==> config.mk <==
export PLATFORM = sky130hd
export DESIGN_NAME = interval_moving_average_unit
export DESIGN_NICKNAME = d
export VERILOG_FILES = /design/src/rtl/iva_pkg.sv /design/src/rtl/interval_moving_average_unit.sv /design/src/rtl/iva_ctrl.sv /design/src/rtl/iva_divider.sv /design/src/rtl/iva_datapath.sv
export SDC_FILE = /design/constraint.sdc
export NUM_CORES = 2
export LEC_CHECK = 0
export BUFFER_PORTS_ARGS = -buffer_cell sky130_fd_sc_hd__buf_2
export CORE_ASPECT_RATIO = 0.8
export CORE_MARGIN = 3
export CORE_UTILIZATION = 40
export CTS_BUF_LIST = sky130_fd_sc_hd__clkbuf_4 sky130_fd_sc_hd__clkbuf_8
export DETAILED_ROUTE_END_ITERATION = 6
export MAX_ROUTING_LAYER = met4
export PLACE_DENSITY_LB_ADDON = 0.1
export RECOVER_POWER = 50
export SLEW_MARGIN = 5
export SYNTH_ARGS = -nofsm -noshare
export SYNTH_HDL_FRONTEND = slang
export SYNTH_SLANG_ARGS = --single-unit
==> constraint.sdc <==
create_clock -name i_clk -period 4.5 [get_ports i_clk]
set_input_delay 0.45 -clock i_clk [delete_from_list [all_inputs] [get_ports i_clk]]
set_output_delay 0.45 -clock i_clk [all_outputs]
set_load 0.05 [all_outputs]
==> src/rtl/iva_pkg.sv <==
// Shared types and constants of the interval moving average unit.
// Depends on nothing; imported by every other file of the block.
`timescale 1ns / 1ps

package iva_pkg;

    localparam int TS_W              = 32;      // timestamp and interval width
    localparam int WS_W              = 7;       // window size register width
    localparam int CNT_OUT_W         = 7;       // held count output width
    localparam int DEF_WINDOW_DEPTH  = 64;      // default store depth
    localparam logic [WS_W-1:0] WINDOW_SIZE_RST = 7'd8;

    typedef enum logic [3:0] {
        S_IDLE,
        S_FRONT,
        S_PRE_RD,
        S_PRE_SUB,
        S_WRITE,
        S_CHK,
        S_DRP_RD,
        S_DRP_SUB,
        S_DIV_START,
        S_DIV,
        S_DONE
    } t_state;

    typedef struct packed {
        logic capture;      // latch the incoming timestamp
        logic arm;          // first event: arm tracker, record time
        logic take_ivl;     // later event: form interval, record time
        logic rd_oldest;    // read the oldest store entry
        logic drop;         // remove the oldest entry from the window
        logic write;        // append the interval to the window
        logic div_start;    // start the mean division
        logic load_out;     // load the result word into the output register
    } t_cmd;

    typedef struct packed {
        logic running;
        logic full;
        logic over_limit;
        logic div_done;
        logic out_free;
    } t_status;

endpackage

==> src/rtl/interval_moving_average_unit.sv <==
// Top level of the interval moving average unit.
// Depends on iva_pkg, iva_ctrl and iva_datapath (which holds iva_divider).
`timescale 1ns / 1ps
//
//  Channel   Direction  Handshake                 Word
//  ------    ---------  ------------------------  --------------------------------
//  input     in         i_in_valid / o_in_ready   i_timestamp_ms
//  output    out        o_out_valid / i_out_ready o_average_ms, o_held_count,
//                                                 o_armed_only
//  config    in         i_cfg_wr_en               i_cfg_wr_data (window size)
//
//  Flow: an interval word passes the store and then the bit-serial mean divider,
//  with a read and a drop for each interval dropped from the window and a read and
//  a drop before the append when the store is full; the input is ready again in the
//  cycle after the result is loaded. The divider takes the SUM_W-bit running sum,
//  SUM_W = 32 + clog2(WINDOW_DEPTH+1); arming words skip the store, not the divider.
//  Reset: synchronous, active low; the input is not ready while reset is held. The
//  interval store is not cleared, only entries already written are ever read.
//  Stalls: a result word waits in the output register while the next input
//  word is taken; the controller only holds at its end if that register is full.

module interval_moving_average_unit #(
    parameter int WINDOW_DEPTH = iva_pkg::DEF_WINDOW_DEPTH
) (
    input  logic                          i_clk,
    input  logic                          i_rst_n,
    input  logic                          i_cfg_wr_en,
    input  logic [iva_pkg::WS_W-1:0]      i_cfg_wr_data,
    input  logic                          i_in_valid,
    output logic                          o_in_ready,
    input  logic [iva_pkg::TS_W-1:0]      i_timestamp_ms,
    output logic                          o_out_valid,
    input  logic                          i_out_ready,
    output logic [iva_pkg::TS_W-1:0]      o_average_ms,
    output logic [iva_pkg::CNT_OUT_W-1:0] o_held_count,
    output logic                          o_armed_only
);
    import iva_pkg::*;

    t_cmd    cmd;
    t_status status;

    // sequence each word: arm or form interval, make room, append, trim, divide
    iva_ctrl u_ctrl (
        .i_clk      (i_clk),
        .i_rst_n    (i_rst_n),
        .i_in_valid (i_in_valid),
        .o_in_ready (o_in_ready),
        .i_status   (status),
        .o_cmd      (cmd)
    );

    // hold the window, the running sum and the output register
    iva_datapath #(
        .WINDOW_DEPTH (WINDOW_DEPTH)
    ) u_dp (
        .i_clk          (i_clk),
        .i_rst_n        (i_rst_n),
        .i_cmd          (cmd),
        .o_status       (status),
        .i_cfg_wr_en    (i_cfg_wr_en),
        .i_cfg_wr_data  (i_cfg_wr_data),
        .i_timestamp_ms (i_timestamp_ms),
        .o_out_valid    (o_out_valid),
        .i_out_ready    (i_out_ready),
        .o_average_ms   (o_average_ms),
        .o_held_count   (o_held_count),
        .o_armed_only   (o_armed_only)
    );

endmodule

==> src/rtl/iva_ctrl.sv <==
// Controller state machine of the interval moving average unit.
// Depends on iva_pkg; drives the datapath by t_cmd and reads t_status.
`timescale 1ns / 1ps

module iva_ctrl (
    input  logic             i_clk,
    input  logic             i_rst_n,
    input  logic             i_in_valid,
    output logic             o_in_ready,
    input  iva_pkg::t_status i_status,
    output iva_pkg::t_cmd    o_cmd
);
    import iva_pkg::*;

    t_state r_state;
    t_state n_state;

    always_ff @(posedge i_clk) begin
        if (!i_rst_n) begin
            r_state <= S_IDLE;
        end else begin
            r_state <= n_state;
        end
    end

    always_comb begin
        n_state    = r_state;
        o_cmd      = '0;
        o_in_ready = 1'b0;
        case (r_state)
            S_IDLE: begin
                // refuse words while reset is held
                o_in_ready = i_rst_n;
                if (i_in_valid && i_rst_n) begin
                    o_cmd.capture = 1'b1;
                    n_state       = S_FRONT;
                end
            end
            S_FRONT: begin
                if (!i_status.running) begin
                    o_cmd.arm = 1'b1;
                    n_state   = S_DIV_START;
                end else begin
                    o_cmd.take_ivl = 1'b1;
                    n_state        = i_status.full ? S_PRE_RD : S_WRITE;
                end
            end
            S_PRE_RD: begin
                o_cmd.rd_oldest = 1'b1;
                n_state         = S_PRE_SUB;
            end
            S_PRE_SUB: begin
                o_cmd.drop = 1'b1;
                n_state    = S_WRITE;
            end
            S_WRITE: begin
                o_cmd.write = 1'b1;
                n_state     = S_CHK;
            end
            S_CHK: begin
                n_state = i_status.over_limit ? S_DRP_RD : S_DIV_START;
            end
            S_DRP_RD: begin
                o_cmd.rd_oldest = 1'b1;
                n_state         = S_DRP_SUB;
            end
            S_DRP_SUB: begin
                o_cmd.drop = 1'b1;
                n_state    = S_CHK;
            end
            S_DIV_START: begin
                o_cmd.div_start = 1'b1;
                n_state         = S_DIV;
            end
            S_DIV: begin
                if (i_status.div_done) begin
                    n_state = S_DONE;
                end
            end
            S_DONE: begin
                // hold until the previous word has left the output register
                if (i_status.out_free) begin
                    o_cmd.load_out = 1'b1;
                    n_state        = S_IDLE;
                end
            end
            default: begin
                n_state = S_IDLE;
            end
        endcase
    end

endmodule

==> src/rtl/iva_divider.sv <==
// Restoring bit-serial divider, one quotient bit per cycle.
// Depends on iva_pkg for the quotient width; used by iva_datapath.
`timescale 1ns / 1ps

module iva_divider #(
    parameter int DIVIDEND_W = 39,
    parameter int DIVISOR_W  = 7
) (
    input  logic                    i_clk,
    input  logic                    i_rst_n,
    input  logic                    i_start,
    input  logic [DIVIDEND_W-1:0]   i_dividend,
    input  logic [DIVISOR_W-1:0]    i_divisor,
    output logic                    o_done,
    output logic [iva_pkg::TS_W-1:0] o_quotient
);
    import iva_pkg::*;

    localparam int STEP_W = (DIVIDEND_W > 1) ? $clog2(DIVIDEND_W) : 1;

    logic                  r_busy;
    logic [STEP_W-1:0]     r_step;
    logic [DIVIDEND_W-1:0] r_quo;
    logic [DIVISOR_W-1:0]  r_rem;
    logic [DIVISOR_W-1:0]  r_div;
    logic                  r_zero;

    logic [DIVISOR_W:0]    rem_shift;
    logic [DIVISOR_W:0]    rem_next;
    logic                  fits;

    always_comb begin
        rem_shift = {r_rem, r_quo[DIVIDEND_W-1]};
        fits      = rem_shift >= {1'b0, r_div};
        rem_next  = fits ? (rem_shift - {1'b0, r_div}) : rem_shift;
    end

    assign o_done     = r_busy && (r_step == STEP_W'(DIVIDEND_W - 1));
    assign o_quotient = r_zero ? '0 : r_quo[TS_W-1:0];

    always_ff @(posedge i_clk) begin
        if (!i_rst_n) begin
            r_busy <= 1'b0;
            r_step <= '0;
        end else if (i_start) begin
            r_busy <= 1'b1;
            r_step <= '0;
        end else if (r_busy) begin
            r_step <= r_step + 1'b1;
            if (o_done) begin
                r_busy <= 1'b0;
            end
        end
    end

    always_ff @(posedge i_clk) begin
        if (i_start) begin
            r_quo  <= i_dividend;
            r_rem  <= '0;
            r_div  <= i_divisor;
            r_zero <= (i_divisor == '0);
        end else if (r_busy) begin
            r_quo <= {r_quo[DIVIDEND_W-2:0], fits};
            r_rem <= rem_next[DIVISOR_W-1:0];
        end
    end

endmodule

==> src/rtl/iva_datapath.sv <==
// Datapath: window register, interval store, running sum and output word.
// Depends on iva_pkg and iva_divider; steered by iva_ctrl commands.
`timescale 1ns / 1ps

module iva_datapath #(
    parameter int WINDOW_DEPTH = iva_pkg::DEF_WINDOW_DEPTH
) (
    input  logic                          i_clk,
    input  logic                          i_rst_n,
    input  iva_pkg::t_cmd                 i_cmd,
    output iva_pkg::t_status              o_status,
    input  logic                          i_cfg_wr_en,
    input  logic [iva_pkg::WS_W-1:0]      i_cfg_wr_data,
    input  logic [iva_pkg::TS_W-1:0]      i_timestamp_ms,
    output logic                          o_out_valid,
    input  logic                          i_out_ready,
    output logic [iva_pkg::TS_W-1:0]      o_average_ms,
    output logic [iva_pkg::CNT_OUT_W-1:0] o_held_count,
    output logic                          o_armed_only
);
    import iva_pkg::*;

    localparam int IDX_W = (WINDOW_DEPTH > 1) ? $clog2(WINDOW_DEPTH) : 1;
    localparam int CNT_W = $clog2(WINDOW_DEPTH + 1);
    localparam int SUM_W = TS_W + CNT_W;
    localparam int CMP_W = (CNT_W > WS_W) ? CNT_W : WS_W;

    logic [TS_W-1:0]      mem [0:WINDOW_DEPTH-1];
    logic [TS_W-1:0]      r_rdata;

    logic                 r_running;
    logic [TS_W-1:0]      r_last;
    logic [TS_W-1:0]      r_now;
    logic [TS_W-1:0]      r_interval;
    logic [IDX_W-1:0]     r_oldest;
    logic [CNT_W-1:0]     r_count;
    logic [SUM_W-1:0]     r_sum;
    logic [WS_W-1:0]      r_ws;
    logic                 r_armed;

    logic                 r_out_valid;
    logic [TS_W-1:0]      r_avg;
    logic [CNT_OUT_W-1:0] r_held;
    logic                 r_out_armed;

    logic [CMP_W-1:0]     ws_ext;
    logic [CMP_W-1:0]     limit;
    logic [CMP_W-1:0]     count_ext;
    logic [IDX_W:0]       wr_pos;
    logic [IDX_W-1:0]     wr_slot;
    logic [IDX_W-1:0]     oldest_next;
    logic                 div_done;
    logic [TS_W-1:0]      quotient;

    always_comb begin
        ws_ext    = CMP_W'(r_ws);
        limit     = (ws_ext > CMP_W'(WINDOW_DEPTH)) ? CMP_W'(WINDOW_DEPTH) : ws_ext;
        count_ext = CMP_W'(r_count);
        wr_pos    = (IDX_W+1)'(r_oldest) + (IDX_W+1)'(r_count);
        wr_slot   = (wr_pos >= (IDX_W+1)'(WINDOW_DEPTH))
                    ? IDX_W'(wr_pos - (IDX_W+1)'(WINDOW_DEPTH)) : wr_pos[IDX_W-1:0];
        oldest_next = (r_oldest == IDX_W'(WINDOW_DEPTH - 1)) ? '0 : r_oldest + 1'b1;
    end

    always_comb begin
        o_status.running    = r_running;
        o_status.full       = (r_count == CNT_W'(WINDOW_DEPTH));
        o_status.over_limit = (count_ext > limit);
        o_status.div_done   = div_done;
        o_status.out_free   = !r_out_valid || i_out_ready;
    end

    // interval store: one write and one registered read port
    always_ff @(posedge i_clk) begin
        if (i_cmd.write) begin
            mem[wr_slot] <= r_interval;
        end
        if (i_cmd.rd_oldest) begin
            r_rdata <= mem[r_oldest];
        end
    end

    always_ff @(posedge i_clk) begin
        if (!i_rst_n) begin
            r_ws      <= WINDOW_SIZE_RST;
            r_running <= 1'b0;
            r_last    <= '0;
            r_oldest  <= '0;
            r_count   <= '0;
            r_sum     <= '0;
        end else begin
            if (i_cfg_wr_en) begin
                r_ws <= i_cfg_wr_data;
            end
            if (i_cmd.arm) begin
                r_running <= 1'b1;
                r_last    <= r_now;
            end
            if (i_cmd.take_ivl) begin
                r_last <= r_now;
            end
            if (i_cmd.drop) begin
                r_sum    <= r_sum - SUM_W'(r_rdata);
                r_oldest <= oldest_next;
                r_count  <= r_count - 1'b1;
            end
            if (i_cmd.write) begin
                r_sum   <= r_sum + SUM_W'(r_interval);
                r_count <= r_count + 1'b1;
            end
        end
    end

    always_ff @(posedge i_clk) begin
        if (i_cmd.capture) begin
            r_now <= i_timestamp_ms;
        end
        if (i_cmd.arm) begin
            r_armed <= 1'b1;
        end
        if (i_cmd.take_ivl) begin
            r_armed    <= 1'b0;
            r_interval <= r_now - r_last;
        end
    end

    iva_divider #(
        .DIVIDEND_W (SUM_W),
        .DIVISOR_W  (CNT_W)
    ) u_div (
        .i_clk      (i_clk),
        .i_rst_n    (i_rst_n),
        .i_start    (i_cmd.div_start),
        .i_dividend (r_sum),
        .i_divisor  (r_count),
        .o_done     (div_done),
        .o_quotient (quotient)
    );

    // output register
    always_ff @(posedge i_clk) begin
        if (!i_rst_n) begin
            r_out_valid <= 1'b0;
        end else if (i_cmd.load_out) begin
            r_out_valid <= 1'b1;
        end else if (i_out_ready) begin
            r_out_valid <= 1'b0;
        end
    end

    always_ff @(posedge i_clk) begin
        if (i_cmd.load_out) begin
            r_avg       <= quotient;
            r_held      <= count_ext[CNT_OUT_W-1:0];
            r_out_armed <= r_armed;
        end
    end

    assign o_out_valid  = r_out_valid;
    assign o_average_ms = r_avg;
    assign o_held_count = r_held;
    assign o_armed_only = r_out_armed;

endmodule
# == After elaboration in Yosys (flattened, before gate mapping) ==
# Memory sizes are Yosys's and may differ from the RTL's. A register that Yosys moved wholly into a read port is not among the register bits.
# Cells that the tools add are included.
# totals
inputBits,44
word_cells,105
memories,1
out_inout_bits,42
mem_bits_rw,2048
regBits,263
# mem_list
name,depth,word_bits,read_ports,rd_clocked_by_memory_dff,write_ports,line,source
u_dp.mem,64,32,1,1,1,iva_datapath.sv:28,logic [TS_W-1:0] mem [0:WINDOW_DEPTH-1];
# classes
n_reduce_logical,15
n_lt_le_gt_ge,4
n_eq_ne,16
bitwise,1
n_mux,38
add_sub_neg,10
# op_table
cell,count
2-to-1 mux 39 bit,4
2-to-1 mux 32 bit,2
case mux 4 bit (10 select lines),1
adder 39 x 32 -> 39 bit,1
subtractor 39 x 32 -> 39 bit,1
subtractor 32 bit,1
2-to-1 mux 7 bit,4
2-to-1 mux 4 bit,5
2-to-1 mux 1 bit,18
== test 4 x 3 -> 1 bit (second input constant),4
adder 6 x 1 -> 6 bit (second input constant),2
== test 4 bit (second input constant),3
== test 6 bit (second input constant),2
2-to-1 mux 6 bit,2
== test 4 x 2 -> 1 bit (second input constant),2
greater-or-equal comparator 8 x 7 -> 1 bit,1
nonzero test 2 bit,4
OR reduction 2 bit,4
adder 6 x 7 -> 7 bit,1
adder 7 x 1 -> 7 bit (second input constant),1
== test 7 bit (second input constant),1
greater-or-equal comparator 7 bit (second input constant),1
> comparator 7 bit,1
> comparator 7 bit (second input constant),1
15 further kinds,17

# == Depth between registers and ports, before layout ==
# depth
depth_word,5
mapped_depth,21
mapped_depth_nobuf,21

# == Modules after synthesis ==
# From an unflattened synthesis, not the netlist that was laid out.
# unflattened
cells_unflattened,4577
area_unflattened_um2,94018.9
# by_module_without_submodules
module,cells_per_inst,seq_area_each_um2,n_inst,area_each_um2
iva_datapath,4265,67464.7,1,90438.0
iva_divider,262,1691.6,1,3201.8
iva_ctrl,50,80.1,1,379.1

# == Worst setup path after synthesis ==
# OpenSTA, ideal clock, no wires.
# synth_path
path_kind,register -> register
start,"reg u_dp.r_rdata[2], read port of u_dp.mem"
end,reg u_dp.r_sum[38]
stages_incl_launch_ff,20
synth_period_minus_slack_ns,3.943
arrival_ns,3.871
n_path_buf,1
setup_ns,0.072
setup_slack_ns,0.557
required_ns,4.428
cell_sequence,edfxtp_1 > or3_1 > nor3_2 > nand3_1 > nor2_2 > nand2_1 > nor3_1 > xor2_1 > a21oi_1 > ha_1 > buf_2 > nand4_1 > nor4_1 > o211ai_1 > a21oi_1 > o21ai_2 > o211a_1 > o21ai_1 > mux2i_1 > mux2i_1
# synth_between
elab_chain_len,3
# synth_lines
item,line,source
from (decl),iva_datapath.sv:29,logic [TS_W-1:0] r_rdata;
subtractor 39 x 32 -> 39 bit,iva_datapath.sv:103,r_sum <= r_sum - SUM_W'(r_rdata);
2-to-1 mux 39 bit,iva_datapath.sv:102,if (i_cmd.drop) begin
2-to-1 mux 39 bit,iva_datapath.sv:107,if (i_cmd.write) begin
to (signal assigned),iva_datapath.sv:103,
to (signal assigned),iva_datapath.sv:108,r_sum <= r_sum + SUM_W'(r_interval);
to (decl),iva_datapath.sv:37,logic [SUM_W-1:0] r_sum;
# Every way passes these cells. The select of a mux whose other input is x is not followed.
# A chain may end at the register's enable or synchronous reset.

# == Worst setup path after layout ==
# layout_path
start,"reg u_dp.r_rdata[13], read port of u_dp.mem"
end,reg u_dp.r_sum[37]
# The elaborated chain is that of the path after synthesis.

==> tab_implementation.tex <==
\begin{tabular}{lr}
\hline
Metric & Value \\
\hline
\multicolumn{2}{l}{\textbf{Cells and area}} \\
Synth-to-layout area growth & 14.5\% \\
Final core utilization & 0.461 \\
Share of cells above drive strength 1 & 0.287 \\
Net count, final & 5217 \\
\multicolumn{2}{l}{\textbf{Timing}} \\
Hold Fails Final Rpt & 0 \\
Setup TNS after final layout & 0 ns \\
Maximum clock skew at final layout & 0.0638 ns \\
Number of failing setup endpoints in the final timing report & 0 \\
Max\_slew headroom & -1.59 \\
Slew @ Worst Pin & 3.89 ns \\
Final worst setup slack & 0.242 ns \\
Max Clock Freq & 235 MHz \\
Part of the cycle the worst path needs & 0.946 \\
Final critical-path required period & 4.26 ns \\
Max Slew Vio Count & 2261 \\
\multicolumn{2}{l}{\textbf{Worst setup path}} \\
Crit path DAT & 5.17 ns \\
Worst Setup Path Type & flop to flop \\
Required time reported for the critical path endpoint & 5.41 ns \\
CP peak stage delay & 0.45 ns \\
Total buffers and inverters traversed by the critical path & 1 \\
Critical-path maximum fanout & 3 \\
Startpoint class of the critical path & flop \\
Kind of cell adding the most delay to the critical path & simple AND/OR/NAND/NOR gates \\
Critical Path, Cell by Cell & or3\_1, nor4\_2, nand2\_2, nor2\_4, nand3\_1, nor3\_2, xnor2\_1, a21oi\_1, ha\_1, inv\_1, o21bai\_1, a21oi\_1, o21ai\_0, a2111oi\_2, o41ai\_2, o21a\_1, xnor2\_1, a211oi\_1 \\
Worst path slowest cell & sky130\_fd\_sc\_hd\_\_or3\_1 \\
Worst Setup End Kind & flop \\
\multicolumn{2}{l}{\textbf{Global routing}} \\
Total overflow reported by the global router & 0 \\
First-pass GRT wire length & 368000 um \\
Initial antenna violation count & 38 \\
Vias in the first global route & 47700 \\
Largest net degree at the start of global routing & 130 \\
Total global-route track usage & 0.224 \\
\multicolumn{2}{l}{\textbf{Logic synthesis}} \\
Proportion of synthesized chip area in sequential cells & 0.741 \\
Predominant post-synthesis flop cell & sky130\_fd\_sc\_hd\_\_edfxtp\_1 \\
Async set or reset register ratio after synthesis & 0 \\
Cell taking the most area after synthesis & sky130\_fd\_sc\_hd\_\_edfxtp\_1 \\
Number of library cell types mapped by synthesis & 75 \\
Most numerous cell in the Yosys netlist & sky130\_fd\_sc\_hd\_\_edfxtp\_1 \\
Most used standard cells in the synthesized netlist & sky130\_fd\_sc\_hd\_\_edfxtp\_1, sky130\_fd\_sc\_hd\_\_mux4\_2, sky130\_fd\_sc\_hd\_\_nand2\_1, sky130\_fd\_sc\_hd\_\_nor2\_1, sky130\_fd\_sc\_hd\_\_a21oi\_1 \\
Yosys synthesis warning count & 0 \\
Leading post-synthesis cells by cell area & sky130\_fd\_sc\_hd\_\_edfxtp\_1, sky130\_fd\_sc\_hd\_\_mux4\_2, sky130\_fd\_sc\_hd\_\_dfxtp\_1 \\
Net count after synthesis & 4737 \\
Synthesized area per cell & 20.4 um2 \\
\#FFs+latches synth & 2343 \\
Proportion of netlist area held by the largest area contributor & 0.717 \\
Post-Synthesis Cell Area & 0.0934 mm2 \\
Gate count after technology mapping & 4588 \\
EDFF count, synth & 2231 \\
\multicolumn{2}{l}{\textbf{Place}} \\
GPL Wtd Cong & 0.869 \\
Worst setup slack before clock tree synthesis & 0.0747 ns \\
Buffers added on ports & 85 \\
Placed wire-length estimate & 149000 um \\
\multicolumn{2}{l}{\textbf{Power and ir drop}} \\
Leakage power total & 0.0330 uW \\
Net switching fraction of the power & 0.240 \\
Fraction of power consumed by the clock network & 0.383 \\
Power Dens Cells & 425 mW/mm2 \\
Logic gate share of total power & 0.076 \\
Largest vdd supply drop & 0.000215 V \\
Power Internal & 34500 uW \\
Net load switching power & 10900 uW \\
Portion of total power attributed to sequential cells & 0.541 \\
\multicolumn{2}{l}{\textbf{Clock network}} \\
Maximum buffer depth of the clock tree & 4 \\
Number of sinks on the clock net & 2343 \\
Latest clock arrival within the worst-skew pair & 1.00 ns \\
Clock root buffer & sky130\_fd\_sc\_hd\_\_clkbuf\_8 \\
Clk slew on worst S/H paths & 0.08 ns \\
Maximum level of the CTS H-tree & 5 \\
CTS buffer count & 370 \\
Clock tree from TritonCTS & done \\
\multicolumn{2}{l}{\textbf{Floorplan}} \\
Die height & 438 um \\
Initial cell density of the core & 0.403 \\
I/O Pins & 86 \\
Core Footprint & 0.232 mm2 \\
Cell Rows & 158 \\
Full die area & 0.239 mm2 \\
Width of the chip & 546 um \\
\multicolumn{2}{l}{\textbf{Route}} \\
Detailed-route via count & 47300 \\
Total detailed-routing wirelength & 262000 um \\
Remaining design rule violation count & 0 \\
Initial drt markers & 5913 \\
Final antenna-violating net count & 0 \\
DR WL/cell & 30.9 um \\
Post-detailed-route via-to-cell ratio & 5.57 \\
First-pass detailed-route iteration total & 5 \\
\multicolumn{2}{l}{\textbf{Outcome}} \\
Result of the run & finished, violations left \\
Violated checks & capacitance limit, slew limit \\
\multicolumn{2}{l}{\textbf{Job}} \\
Max-capacitance violation count & 37 \\
\multicolumn{2}{l}{\textbf{Worst hold path}} \\
Worst hold path type & input pin to flop \\
\hline
\end{tabular}
[layer usage]
layer | GRT usage | share of wire | vias up
met2 | 0.321 | 0.44 | 1641
met3 | 0.0405 | 0.071 | 354
met5 | - | 0 | -
met4 | 0.0442 | 0.019 | 0
met1 | 0.336 | 0.47 | 25500
li1 | - | - | 19800
[registers in the layout, summed over array words and instances (netlist names), 32 cells and up]
| register | cells |
|---|---|
| u_dp.r_now | 32 |
| u_dp.u_div.r_quo | 39 |
| u_dp.r_rdata | 32 |
| u_dp.o_average_ms | 32 |
| u_dp.r_interval | 32 |
| u_dp.r_sum | 39 |
| u_dp.r_last | 32 |
| u_dp.mem | 2048 |
[worst min-delay path, stage by stage]
cell and delay [ns]:
sky130_fd_sc_hd__buf_2 0.10, sky130_fd_sc_hd__nand2_1 0.21, sky130_fd_sc_hd__a32oi_1 0.16, sky130_fd_sc_hd__nand2_1 0.07, sky130_fd_sc_hd__a21oi_1 0.06
[final cells by class]
| cell class | count | area, um2 |
|---|---|---|
| timing repair buffer | 321 | 2980 |
| antenna | 17 | 42.5 |
| inverter | 71 | 268 |
| clock inverter | 163 | 843 |
| multi-input combinational | 1961 | 23600 |
| sequential | 2343 | 69300 |
| tap | 3120 | 3900 |
| clock buffer | 493 | 6090 |
| fill | 19800 | 125000 |
[cell usage in the layout (no fill, tap or decap), drive strengths merged, types with 26 or more instances in the layout]
cell	count
edfxtp	2231
mux4	672
clkbuf	580
nand2	313
nor2	198
buf	185
a21oi	174
clkinv	147
dfxtp	112
ha	100
inv	76
xnor2	66
nor2b	52
o21ai	51
xor2	49
dlygate4sd3	49
a21o	45
nand3	35
nor3	26
[power groups by stage]
stage	Sequential [uW]	Clock, uW	Combinational, uW
after floorplan	24900	0	2160
after global placement	25000	0	3360
after detailed placement	25000	0	3370
after CTS	24500	17900	3430
after global routing	24600	18800	3790
final	24600	17400	3440
[metrics by stage]
stage                     cell area, um2  std cells  hold WS [ns]  total power [uW]
after detailed placement           99500       7767         0.430             28400
after floorplan                    93400       4588         0.408             27100
after CTS                         107000       8472        0.0216             45800
after global routing              107000       8481        0.0877             47200
after global placement             99500       7767         0.426             28400
final                             107000       8489         0.119             45400
[cells by family (layout without fill, tap and decap cells)]
group | after synthesis | count (layout) | share of synthesized area
XOR/XNOR | 115 | 115 | 0.0108
AND/OR/NAND/NOR | 700 | 700 | 0.0331
adder cells (fa/ha/maj) | 105 | 105 | 0.0145
flip-flops | 2343 | 2343 | 0.741
multiplexers | 687 | 687 | 0.164
buffers and inverters | 284 | 1048 | 0.0136
AO/OA/AOI/OAI | 354 | 354 | 0.0233
other | 0 | 17 | 0
[path summary, 6_finish.rpt]
path / startpoint / to / slack, ns / cells past startpoint
worst min register to register: u_dp.r_armed$_SDFFE_PP0P_ / u_dp.o_armed_only$_DFFE_PP_ / 0.44 / 0
worst min-delay path: i_in_valid / u_ctrl.r_state[1]$_SDFFE_PN0P_ / 0.12 / 5
worst max register to register: u_dp.r_rdata[13]$_DFFE_PP_ / u_dp.r_sum[37]$_SDFFE_PN0P_ / 0.24 / 18
worst max-delay path: u_dp.r_rdata[13]$_DFFE_PP_ / u_dp.r_sum[37]$_SDFFE_PN0P_ / 0.24 / 18
[repair_timing]
| item | 4_1_cts | 5_1_grt |
|---|---|---|
| gates resized for setup | 0 | 29 |
| buffers inserted | 0 | 0 |
| setup endpoints to repair | 0 | 12 |
| hold endpoints to repair | 48 | 0 |
| hold buffers | 49 | 0 |
Power figures use the tool's default switching activity.
